--- config.mk ---
export PLATFORM = sky130hd
export DESIGN_NAME = rms_peak_level_meter_top
export DESIGN_NICKNAME = d
export VERILOG_FILES = /design/src/design/rpm_pkg.sv /design/src/design/rms_peak_level_meter_top.sv /design/src/design/rpm_ctrl.sv /design/src/design/rpm_dpath.sv
export SDC_FILE = /design/constraint.sdc
export NUM_CORES = 2
export LEC_CHECK = 0
export BUFFER_PORTS_ARGS = -buffer_cell sky130_fd_sc_hd__buf_2
export CORE_MARGIN = 2
export CORE_UTILIZATION = 50
export DETAILED_ROUTE_END_ITERATION = 12
export GPL_ROUTABILITY_DRIVEN = 0
export HOLD_SLACK_MARGIN = 0.02
export PLACE_DENSITY = 0.66
export SYNTH_ARGS = -nofsm -noshare
export SYNTH_HDL_FRONTEND = slang
export SYNTH_SLANG_ARGS = --single-unit
--- constraint.sdc ---
create_clock -name clk -period 10.93 [get_ports clk]
set_input_delay 1.6395 -clock clk [delete_from_list [all_inputs] [get_ports clk]]
set_output_delay 1.6395 -clock clk [all_outputs]
set_load 0.005 [all_outputs]
--- src/design/rpm_pkg.sv ---
// shared types and constants of the rms and peak level meter
package rpm_pkg;

	// sample, square, mean and root widths, root step count and count, word and output widths
	localparam int SAMPLE_W   = 24;
	localparam int SQ_W       = 2 * SAMPLE_W;
	localparam int MEAN_W     = 48;
	localparam int ROOT_W     = MEAN_W / 2;
	localparam int ROOT_STEPS = MEAN_W / 2;
	localparam int RREM_W     = ROOT_W + 2;
	localparam int COUNT_W    = 14;
	localparam int WORD_W     = 32;
	localparam int OUT_DATA_W = 64;

	// controller states
	typedef enum logic [2:0] {
		ST_IDLE,
		ST_SQUARE,
		ST_ADD,
		ST_DIV,
		ST_ROOT_LOAD,
		ST_ROOT,
		ST_PUBLISH
	} state_t;

	// commands from the controller to the datapath
	typedef struct packed {
		logic capture;
		logic square;
		logic div_load;
		logic div_step;
		logic root_load;
		logic root_step;
		logic publish;
	} cmd_t;

	// status from the datapath to the controller
	typedef struct packed {
		logic div_last;
		logic root_last;
		logic out_busy;
	} sts_t;

endpackage

--- src/design/rms_peak_level_meter_top.sv ---
// Order: a sample is taken in one cycle and squared in the next, so the input is not
// ready while a sample is squared; a chunk's last sample then goes through an add
// state, the bit-serial divider, the root load and the square root that brings in two
// radicand bits per step, and the publish state; the result is then valid, with input
// held off until then and longer while an earlier result is still stalled at the output.
// Reset (arst_n low) clears the sum, peak, count, overflow flag and output valid.
module rms_peak_level_meter_top #(
	parameter int CHUNK_MAX = 8192
) (
	input  logic        clk,
	input  logic        arst_n,
	input  logic        s_axis_tvalid,
	output logic        s_axis_tready,
	input  logic [31:0] s_axis_tdata,  // sample_word[31:0]
	input  logic        s_axis_tlast,  // last_sample
	output logic        m_axis_tvalid,
	input  logic        m_axis_tready,
	output logic [rpm_pkg::OUT_DATA_W-1:0] m_axis_tdata  // rms_level[23:0], peak_level[47:24],
	                                   // sample_count[61:48], count_overflow[62], zero[63]
);

	rpm_pkg::cmd_t                cmd;
	rpm_pkg::sts_t                sts;
	logic [rpm_pkg::ROOT_W-1:0]   rms_level;
	logic [rpm_pkg::SAMPLE_W-1:0] peak_level;
	logic [rpm_pkg::COUNT_W-1:0]  sample_count;
	logic                         count_overflow;

	// controller
	rpm_ctrl u_ctrl (
		.clk      (clk),
		.arst_n   (arst_n),
		.in_valid (s_axis_tvalid),
		.in_last  (s_axis_tlast),
		.in_ready (s_axis_tready),
		.sts      (sts),
		.cmd      (cmd)
	);

	// datapath
	rpm_dpath #(
		.CHUNK_MAX (CHUNK_MAX)
	) u_dpath (
		.clk            (clk),
		.arst_n         (arst_n),
		.sample_word    (s_axis_tdata),
		.cmd            (cmd),
		.sts            (sts),
		.out_ready      (m_axis_tready),
		.out_valid      (m_axis_tvalid),
		.rms_level      (rms_level),
		.peak_level     (peak_level),
		.sample_count   (sample_count),
		.count_overflow (count_overflow)
	);

	// result packing
	assign m_axis_tdata = {1'b0, count_overflow, sample_count, peak_level, rms_level};

`ifndef SYNTH
	// a sample transaction is always followed by its squaring cycle
	a_square_after_take: assert property (@(posedge clk) disable iff (!arst_n)
		s_axis_tvalid && s_axis_tready |=> !s_axis_tready)
		else $error("input taken in the cycle after a sample transaction");

	// the root of a mean square never exceeds full scale
	a_rms_range: assert property (@(posedge clk) disable iff (!arst_n)
		m_axis_tvalid |-> m_axis_tdata[23:0] <= 24'h800000)
		else $error("rms level above full scale");

	// the peak magnitude never exceeds full scale
	a_peak_range: assert property (@(posedge clk) disable iff (!arst_n)
		m_axis_tvalid |-> m_axis_tdata[47:24] <= 24'h800000)
		else $error("peak level above full scale");
`endif

endmodule

--- src/design/rpm_ctrl.sv ---
// controller state machine of the rms and peak level meter
module rpm_ctrl (
	input  logic          clk,
	input  logic          arst_n,
	input  logic          in_valid,
	input  logic          in_last,
	output logic          in_ready,
	input  rpm_pkg::sts_t sts,
	output rpm_pkg::cmd_t cmd
);

	rpm_pkg::state_t state_q, state_d;
	logic            last_q;

	// state register and last flag of the held sample
	always_ff @(posedge clk or negedge arst_n) begin
		if (!arst_n) begin
			state_q <= rpm_pkg::ST_IDLE;
			last_q  <= 1'b0;
		end else begin
			state_q <= state_d;
			if (in_valid && in_ready) begin
				last_q <= in_last;
			end
		end
	end

	// next state and commands
	always_comb begin
		state_d  = state_q;
		cmd      = '0;
		in_ready = 1'b0;
		case (state_q)
			rpm_pkg::ST_IDLE: begin
				in_ready = 1'b1;
				if (in_valid) begin
					cmd.capture = 1'b1;
					state_d     = rpm_pkg::ST_SQUARE;
				end
			end
			rpm_pkg::ST_SQUARE: begin
				cmd.square = 1'b1;
				state_d    = last_q ? rpm_pkg::ST_ADD : rpm_pkg::ST_IDLE;
			end
			rpm_pkg::ST_ADD: begin
				cmd.div_load = 1'b1;
				state_d      = rpm_pkg::ST_DIV;
			end
			rpm_pkg::ST_DIV: begin
				cmd.div_step = 1'b1;
				if (sts.div_last) begin
					state_d = rpm_pkg::ST_ROOT_LOAD;
				end
			end
			rpm_pkg::ST_ROOT_LOAD: begin
				cmd.root_load = 1'b1;
				state_d       = rpm_pkg::ST_ROOT;
			end
			rpm_pkg::ST_ROOT: begin
				cmd.root_step = 1'b1;
				if (sts.root_last) begin
					state_d = rpm_pkg::ST_PUBLISH;
				end
			end
			rpm_pkg::ST_PUBLISH: begin
				if (!sts.out_busy) begin
					cmd.publish = 1'b1;
					state_d     = rpm_pkg::ST_IDLE;
				end
			end
			default: begin
				state_d = rpm_pkg::ST_IDLE;
			end
		endcase
	end

endmodule

--- src/design/rpm_dpath.sv ---
// datapath of the rms and peak level meter: accumulators, divider, root and output register
module rpm_dpath #(
	parameter int CHUNK_MAX = 8192
) (
	input  logic                          clk,
	input  logic                          arst_n,
	input  logic [rpm_pkg::WORD_W-1:0]    sample_word,
	input  rpm_pkg::cmd_t                 cmd,
	output rpm_pkg::sts_t                 sts,
	input  logic                          out_ready,
	output logic                          out_valid,
	output logic [rpm_pkg::ROOT_W-1:0]    rms_level,
	output logic [rpm_pkg::SAMPLE_W-1:0]  peak_level,
	output logic [rpm_pkg::COUNT_W-1:0]   sample_count,
	output logic                          count_overflow
);

	localparam int CNT_W  = $clog2(CHUNK_MAX + 1);
	localparam int SUM_W  = 2 * rpm_pkg::SAMPLE_W - 1 + $clog2(CHUNK_MAX);
	localparam int STEP_W = $clog2(SUM_W);
	localparam logic [CNT_W-1:0] CNT_LIMIT = CNT_W'(CHUNK_MAX);

	logic [rpm_pkg::SAMPLE_W-1:0] top_sample;
	logic [rpm_pkg::SAMPLE_W-1:0] mag_q;
	logic [rpm_pkg::SQ_W-1:0]     sq_q;
	logic [SUM_W-1:0]             sum_q, sum_next;
	logic [rpm_pkg::SAMPLE_W-1:0] peak_q;
	logic [CNT_W-1:0]             count_q;
	logic                         ovf_q, add_pend_q, out_valid_q;
	logic [STEP_W-1:0]            step_q;
	logic [CNT_W-1:0]             rem_q;
	logic [SUM_W-1:0]             quo_q;
	logic [CNT_W:0]               rem_shift;
	logic                         rem_ge;
	logic [rpm_pkg::MEAN_W-1:0]   rad_q;
	logic [rpm_pkg::ROOT_W-1:0]   root_q;
	logic [rpm_pkg::RREM_W-1:0]   rrem_q;
	logic [rpm_pkg::RREM_W+1:0]   trial, test_val;
	logic                         trial_ge;
	logic                         counted;

	// top sample field, count limit check and accumulator sum
	assign top_sample = sample_word[rpm_pkg::WORD_W-1 -: rpm_pkg::SAMPLE_W];
	assign counted    = count_q < CNT_LIMIT;
	assign sum_next   = sum_q + SUM_W'(sq_q);

	// divider step: shift in one dividend bit and subtract when it fits
	assign rem_shift = {rem_q, quo_q[SUM_W-1]};
	assign rem_ge    = rem_shift >= {1'b0, count_q};

	// root step: bring in two radicand bits, test against 4*root+1
	assign trial    = {rrem_q, rad_q[rpm_pkg::MEAN_W-1 -: 2]};
	assign test_val = {2'b00, root_q, 2'b01};
	assign trial_ge = trial >= test_val;

	// accumulators and output valid
	always_ff @(posedge clk or negedge arst_n) begin
		if (!arst_n) begin
			sum_q       <= '0;
			peak_q      <= '0;
			count_q     <= '0;
			ovf_q       <= 1'b0;
			add_pend_q  <= 1'b0;
			out_valid_q <= 1'b0;
		end else begin
			add_pend_q <= 1'b0;
			if (add_pend_q) begin
				sum_q <= sum_next;
			end
			if (cmd.square) begin
				if (counted) begin
					add_pend_q <= 1'b1;
					count_q    <= count_q + CNT_W'(1);
					if (mag_q > peak_q) begin
						peak_q <= mag_q;
					end
				end else begin
					ovf_q <= 1'b1;
				end
			end
			if (cmd.publish) begin
				sum_q   <= '0;
				peak_q  <= '0;
				count_q <= '0;
				ovf_q   <= 1'b0;
			end
			if (cmd.publish) begin
				out_valid_q <= 1'b1;
			end else if (out_ready) begin
				out_valid_q <= 1'b0;
			end
		end
	end

	// sample, square, divider, root and result registers
	always_ff @(posedge clk) begin
		if (cmd.capture) begin
			mag_q <= top_sample[rpm_pkg::SAMPLE_W-1]
				? (~top_sample + rpm_pkg::SAMPLE_W'(1)) : top_sample;
		end
		if (cmd.square) begin
			sq_q <= rpm_pkg::SQ_W'(mag_q) * rpm_pkg::SQ_W'(mag_q);
		end
		if (cmd.div_load) begin
			quo_q  <= add_pend_q ? sum_next : sum_q;
			rem_q  <= '0;
			step_q <= '0;
		end else if (cmd.div_step) begin
			rem_q  <= rem_ge ? CNT_W'(rem_shift - {1'b0, count_q}) : rem_shift[CNT_W-1:0];
			quo_q  <= {quo_q[SUM_W-2:0], rem_ge};
			step_q <= step_q + STEP_W'(1);
		end else if (cmd.root_load) begin
			rad_q  <= quo_q[rpm_pkg::MEAN_W-1:0];
			root_q <= '0;
			rrem_q <= '0;
			step_q <= '0;
		end else if (cmd.root_step) begin
			rrem_q <= trial_ge ? rpm_pkg::RREM_W'(trial - test_val)
			                   : trial[rpm_pkg::RREM_W-1:0];
			root_q <= {root_q[rpm_pkg::ROOT_W-2:0], trial_ge};
			rad_q  <= {rad_q[rpm_pkg::MEAN_W-3:0], 2'b00};
			step_q <= step_q + STEP_W'(1);
		end
		if (cmd.publish) begin
			rms_level      <= root_q;
			peak_level     <= peak_q;
			sample_count   <= rpm_pkg::COUNT_W'(count_q);
			count_overflow <= ovf_q;
		end
	end

	// status to the controller
	assign sts.div_last  = step_q == STEP_W'(SUM_W - 1);
	assign sts.root_last = step_q == STEP_W'(rpm_pkg::ROOT_STEPS - 1);
	assign sts.out_busy  = out_valid_q && !out_ready;
	assign out_valid     = out_valid_q;

endmodule
=== Yosys cells after proc, flatten, opt, wreduce, memory -nomap -nowiden ===
Cells that the tools add are included.
W data, S select, Z words.

* Add/sub/neg operators: 6
* Multiply operators: 1
* Divide/modulo/power cells: 0
* Order comparisons: 4
* Equality and inequality tests: 13
* Shifts and indexed selects: 0
* Muxes and demuxes: 44
* Bitwise operators: 3
* Reduce and logical (&&, ||, !) cells: 16

{| class="wikitable"
|+ Operators by type and width
! operator !! count
|-
| $mux W60 || 4
|-
| $mux W24 || 5
|-
| $mux W48 || 2
|-
| $add A60 B48 Y60 || 1
|-
| $mux W14 || 4
|-
| $mux W26 || 2
|-
| $mul A24 B24 Y48 || 1
|-
| $ge A28 B26 Y1 || 1
|-
| $sub A26 B26 Y26 || 1
|-
| $add A24 B1 Y24 const B || 1
|-
| $gt A24 B24 Y1 || 1
|-
| $not A24 Y24 || 1
|-
| $mux W23 || 1
|-
| $pmux W3 S7 || 1
|-
| $mux W6 || 3
|-
| $mux W1 || 17
|-
| $ge A15 B14 Y1 || 1
|-
| $add A14 B1 Y14 const B || 1
|-
| $lt A14 B14 Y1 const B || 1
|-
| $sub A14 B14 Y14 || 1
|-
| $mux W3 || 4
|-
| $reduce_bool A2 Y1 || 6
|-
| $ne A2 B2 Y1 const B || 5
|-
| $eq A3 B3 Y1 const B || 3
|-
| other kinds (14) || 19
|}

* Register bits: 418
* Bits in latches: 0
* RAM bits: 0
* Bits in read-only memories: 0
* Input port bits: 37
* Output and inout bits: 66
* Memories: 0

=== Depth between registers and ports, before layout ===
* Word-level depth: 6
* Gate-level depth with buffers: 29

=== By module ===
From an unflattened synthesis, not the netlist that was laid out.

* Cells, all modules: 3697
* Area, all modules: 37657.4 um2

{| class="wikitable"
|+ Modules (own cells, without submodules)
! module !! times used !! cells each !! area each (um2) !! seq. area each (um2)
|-
| rpm_dpath || 1 || 3664 || 37348.3 || 11696.2
|-
| rpm_ctrl || 1 || 30 || 290.3 || 100.1
|-
| rms_peak_level_meter_top || 1 || 3 || 18.8 || 0.0
|}

=== Worst setup path before layout ===
No wires, ideal clock.

* Kind: register to register
* Start point: reg u_dpath.mag_q[21] (netlist bit)
* End point: reg u_dpath.sq_q[47] (netlist bit) (data pin)
* Library setup time: 269 ps
* Arrival: 6893 ps
* Setup slack: 3768 ps
* Cell stages (with the launch flop): 27
* Path buffers: 3
* Clock period less this slack: 7162 ps
* Path through: edfxtp_1 > clkbuf_1 > clkbuf_1 > and2_1 > fa_1 > inv_1 > fa_1 > inv_1 > fa_1 > fa_1 > fa_1 > fa_1 > inv_1 > fa_1 > inv_1 > ha_1 > clkbuf_1 > a21o_1 > a21o_1 > a21o_1 > a211oi_2 > a211oi_1 > a41o_1 > a221oi_2 > o21ai_1 > o41ai_2 > a31oi_1

* Longest elaborated chain between the ends: 1

{| class="wikitable"
|+ Ends and longest elaborated chain
! what !! RTL line !! source
|-
| from (decl) || rpm_dpath.sv:24 || <nowiki>logic [rpm_pkg::SAMPLE_W-1:0] mag_q;</nowiki>
|-
| from (signal assigned) || rpm_dpath.sv:98 || <nowiki>mag_q <= top_sample[rpm_pkg::SAMPLE_W-1]</nowiki>
|-
| $mul A24 B24 Y48 || rpm_dpath.sv:102 || <nowiki>sq_q <= rpm_pkg::SQ_W'(mag_q) * rpm_pkg::SQ_W'(mag_q);</nowiki>
|-
| to (signal assigned) || rpm_dpath.sv:102 ||
|-
| to (decl) || rpm_dpath.sv:25 || <nowiki>logic [rpm_pkg::SQ_W-1:0] sq_q;</nowiki>
|}

No other way between the ends.
A chain may end at the register's enable or synchronous reset.

=== Worst setup path after layout ===
* Start point: reg u_dpath.mag_q[8] (netlist bit)
* End point: reg u_dpath.sq_q[46] (netlist bit) (data pin)

The elaborated chain is that of the path after synthesis.

==> qor.csv <==
metric,value,unit
"Req. time, crit path",11.29,ns
Die ar.,78300,um^2
clock buffer depth,3,
status,"finished, final reports clean",
number of fillers in the final layout,6738,
Core Rows,101,
register area share after synthesis,31.0,%
"Async S/R FF share, synth",25.2,%
slowest CP cell,edfxtp_1,
Mapped Avg Cell Area,10.1,um^2
unrepaired setup endpoints after global routing,no,
nets@finish,4551,
cell depth of the worst hold path,0,
dpl hpwl,61900,um
# DRC,0,
"Hold-fix buffers, CTS",0,
Mapped Area,38100,um^2
Slew @ Worst Pin,1.28,ns
wire per inst,16.9,um
htree depth,2,
Worst R2R Path Depth,26,
worst hold path type,flop to flop,
Worst-path clk slew,0.05,ns
Resize count post-CTS,0,
Skew-Pair Late Insertion Delay,0.63,ns
routed vias/inst,5.30,
All-Layer GR Usage,21.6,%
worst path arrival time,9.03,ns
Max-Cap Viols,0,
setup bufs post-CTS,0,
synth unique cells,95,
Post-Syn Instances,3765,
vias in the first global route,26500,
WL final,81400,um
Die W,280,um
max-slew violation count,0,
"commonest non-fill, non-tap cell in the layout",inv_1,
crit end category,flop,
layout cells sized above 1,8.14,%
Final Hold Fails,0,
Final Non-Filler Cells,4814,
Sum Neg Setup Slack,0,ns
die height,280,um
Worst path max stage delay,1.09,ns
most common flop cell mapped by yosys,edfxtp_1,
core footprint,75700,um^2
fmax,115,MHz
first-pass GRT wire length,137000,um
total number of vias,25500,
post-route ant nets,0,
clock sink count,417,
Root Buffer Master,clkbuf_16,
First DRT Iteration DRCs,1427,
cts bufs inserted,47,
# setup viols final,0,
Starting Density,50.3,%
WS Path Type,flop to flop,
Synth Warn #,0,
"most used cell, CP",inv_1,
Post-synth EDFFs,292,
worst relative slew slack,14.6,%
I/O Pins,103,
most frequent cells in the layout,"inv_1 (677), fa_1 (429), nand2_1 (340), edfxtp_1 (292), ha_1 (289)",
fin crit share,79.4,%
initial antenna violation count,0,
Seq cells post-synth,417,
worst-path maximum fanout,22,
Synth Net Count,4520,
Startpoint Class,flop,
GR Overflow Total,0,
IO Port Bufs,93,
largest net degree at the start of global routing,106,
Final Critical Period,8.68,ns
TritonRoute pass-1 iters,9,
Final Skew,0.0727,ns
dpl cells,4725,
CTS tree,built,
Layout Area Growth over Synthesis,7.77,%
## through the flow
step | utilization, % | worst slack, ns | area [um^2] | hold WS (ns)
global route | 54.2 | 1.86 | 41000 | 0.452
global placement | 52.1 | 2.27 | 39400 | 0.431
finish | 54.2 | 2.25 | 41000 | 0.446
CTS | 54.2 | 2.28 | 41000 | 0.448
detailed placement | 52.1 | 2.28 | 39400 | 0.433
floorplan | - | 3.77 | 38100 | 0.425
## cell type report
type	count	area, um^2	share of cell area (%)
antenna	1	2.50	0.00610
clock buffer	69	1350	3.30
clock inverter	19	214	0.522
inverter	680	2560	6.24
multi-input combinational	2522	23100	56.4
sequential	417	11800	28.8
tap	978	1220	2.98
timing repair buffer	128	731	1.78
## worst max-delay path: cells and delay by family, from the launching register on
kind,cells,cell delay (ns)
XOR/XNOR,1,0.13
adder cells (fa/ha/maj),8,4.10
AO/OA/AOI/OAI,8,2.05
flip-flops,1,1.09
AND/OR/NAND/NOR,1,0.17
buffers and inverters,8,0.92
## path summary, 6_finish.rpt
check / end / slack, ns / start
worst max-delay path: u_dpath.sq_q[46] / 2.25 / u_dpath.mag_q[8]
worst min-delay path: u_dpath.rms_level[23] / 0.45 / u_dpath.root_q[23]
worst max register to register: u_dpath.sq_q[46] / 2.25 / u_dpath.mag_q[8]
worst min register to register: u_dpath.rms_level[23] / 0.45 / u_dpath.root_q[23]
max in group asynchronous: u_dpath.peak_q[7] / 8.36 / arst_n
min in group asynchronous: u_dpath.sum_q[2] / 0.88 / arst_n
## registers in the layout, summed over array words and instances, names as in the netlist, 6 cells and up
register	count
u_dpath.peak_q	24
u_dpath.count_q	14
u_dpath.rrem_q	26
u_dpath.rad_q	48
u_dpath.step_q	6
u_dpath.quo_q	60
u_dpath.root_q	24
u_dpath.sq_q	47
u_dpath.peak_level	24
u_dpath.mag_q	24
u_dpath.rem_q	14
u_dpath.sum_q	60
u_dpath.sample_count	14
u_dpath.rms_level	24
## cells by family (layout without fill, tap and decap cells)
kind of cell / count (synthesis) / in the layout / synth area share (%)
flip-flops: 417 / 417 / 31.0
other: 1 / 2 / 0.00985
AND/OR/NAND/NOR: 936 / 936 / 11.6
adder cells (fa/ha/maj): 718 / 718 / 32.1
multiplexers: 123 / 123 / 3.46
buffers and inverters: 826 / 896 / 8.27
AO/OA/AOI/OAI: 582 / 582 / 9.90
XOR/XNOR: 162 / 162 / 3.73
## cells in the mapped netlist (17+ instances only)
cell type / count / area [um^2]
o211ai_1: 17 / 128
nor3_1: 29 / 145
xor2_1: 50 / 438
inv_1: 679 / 2550
nor2b_1: 26 / 163
edfxtp_1: 292 / 8770
mux2i_1: 56 / 561
dfrtp_1: 105 / 2630
o21bai_1: 17 / 128
a211oi_1: 19 / 143
a21o_1: 70 / 526
nand3_1: 36 / 180
dfxtp_1: 20 / 400
and2_1: 146 / 913
nand4_1: 34 / 213
nand2b_1: 28 / 175
mux2_2: 67 / 754
ha_1: 289 / 3620
clkbuf_1: 115 / 432
nand2_1: 340 / 1280
a31oi_1: 19 / 119
and3_1: 19 / 119
o21ai_0: 134 / 671
xnor2_1: 112 / 981
fa_1: 429 / 8590
nor2_1: 228 / 856
a21oi_1: 172 / 861
## layer usage
| layer | vias to the layer above | global-route usage [%] | wire (um) |
|---|---|---|---|
| met2 | 539 | 35.2 | 38100 |
| met5 | - | 0 | 0 |
| li1 | 12400 | - | - |
| met4 | 0 | 6.57 | 2390 |
| met3 | 136 | 2.59 | 3330 |
| met1 | 12500 | 30.3 | 37600 |
Power is not shown: default switching activity piles up to over one toggle a cycle in this logic, so the estimate is an artifact.
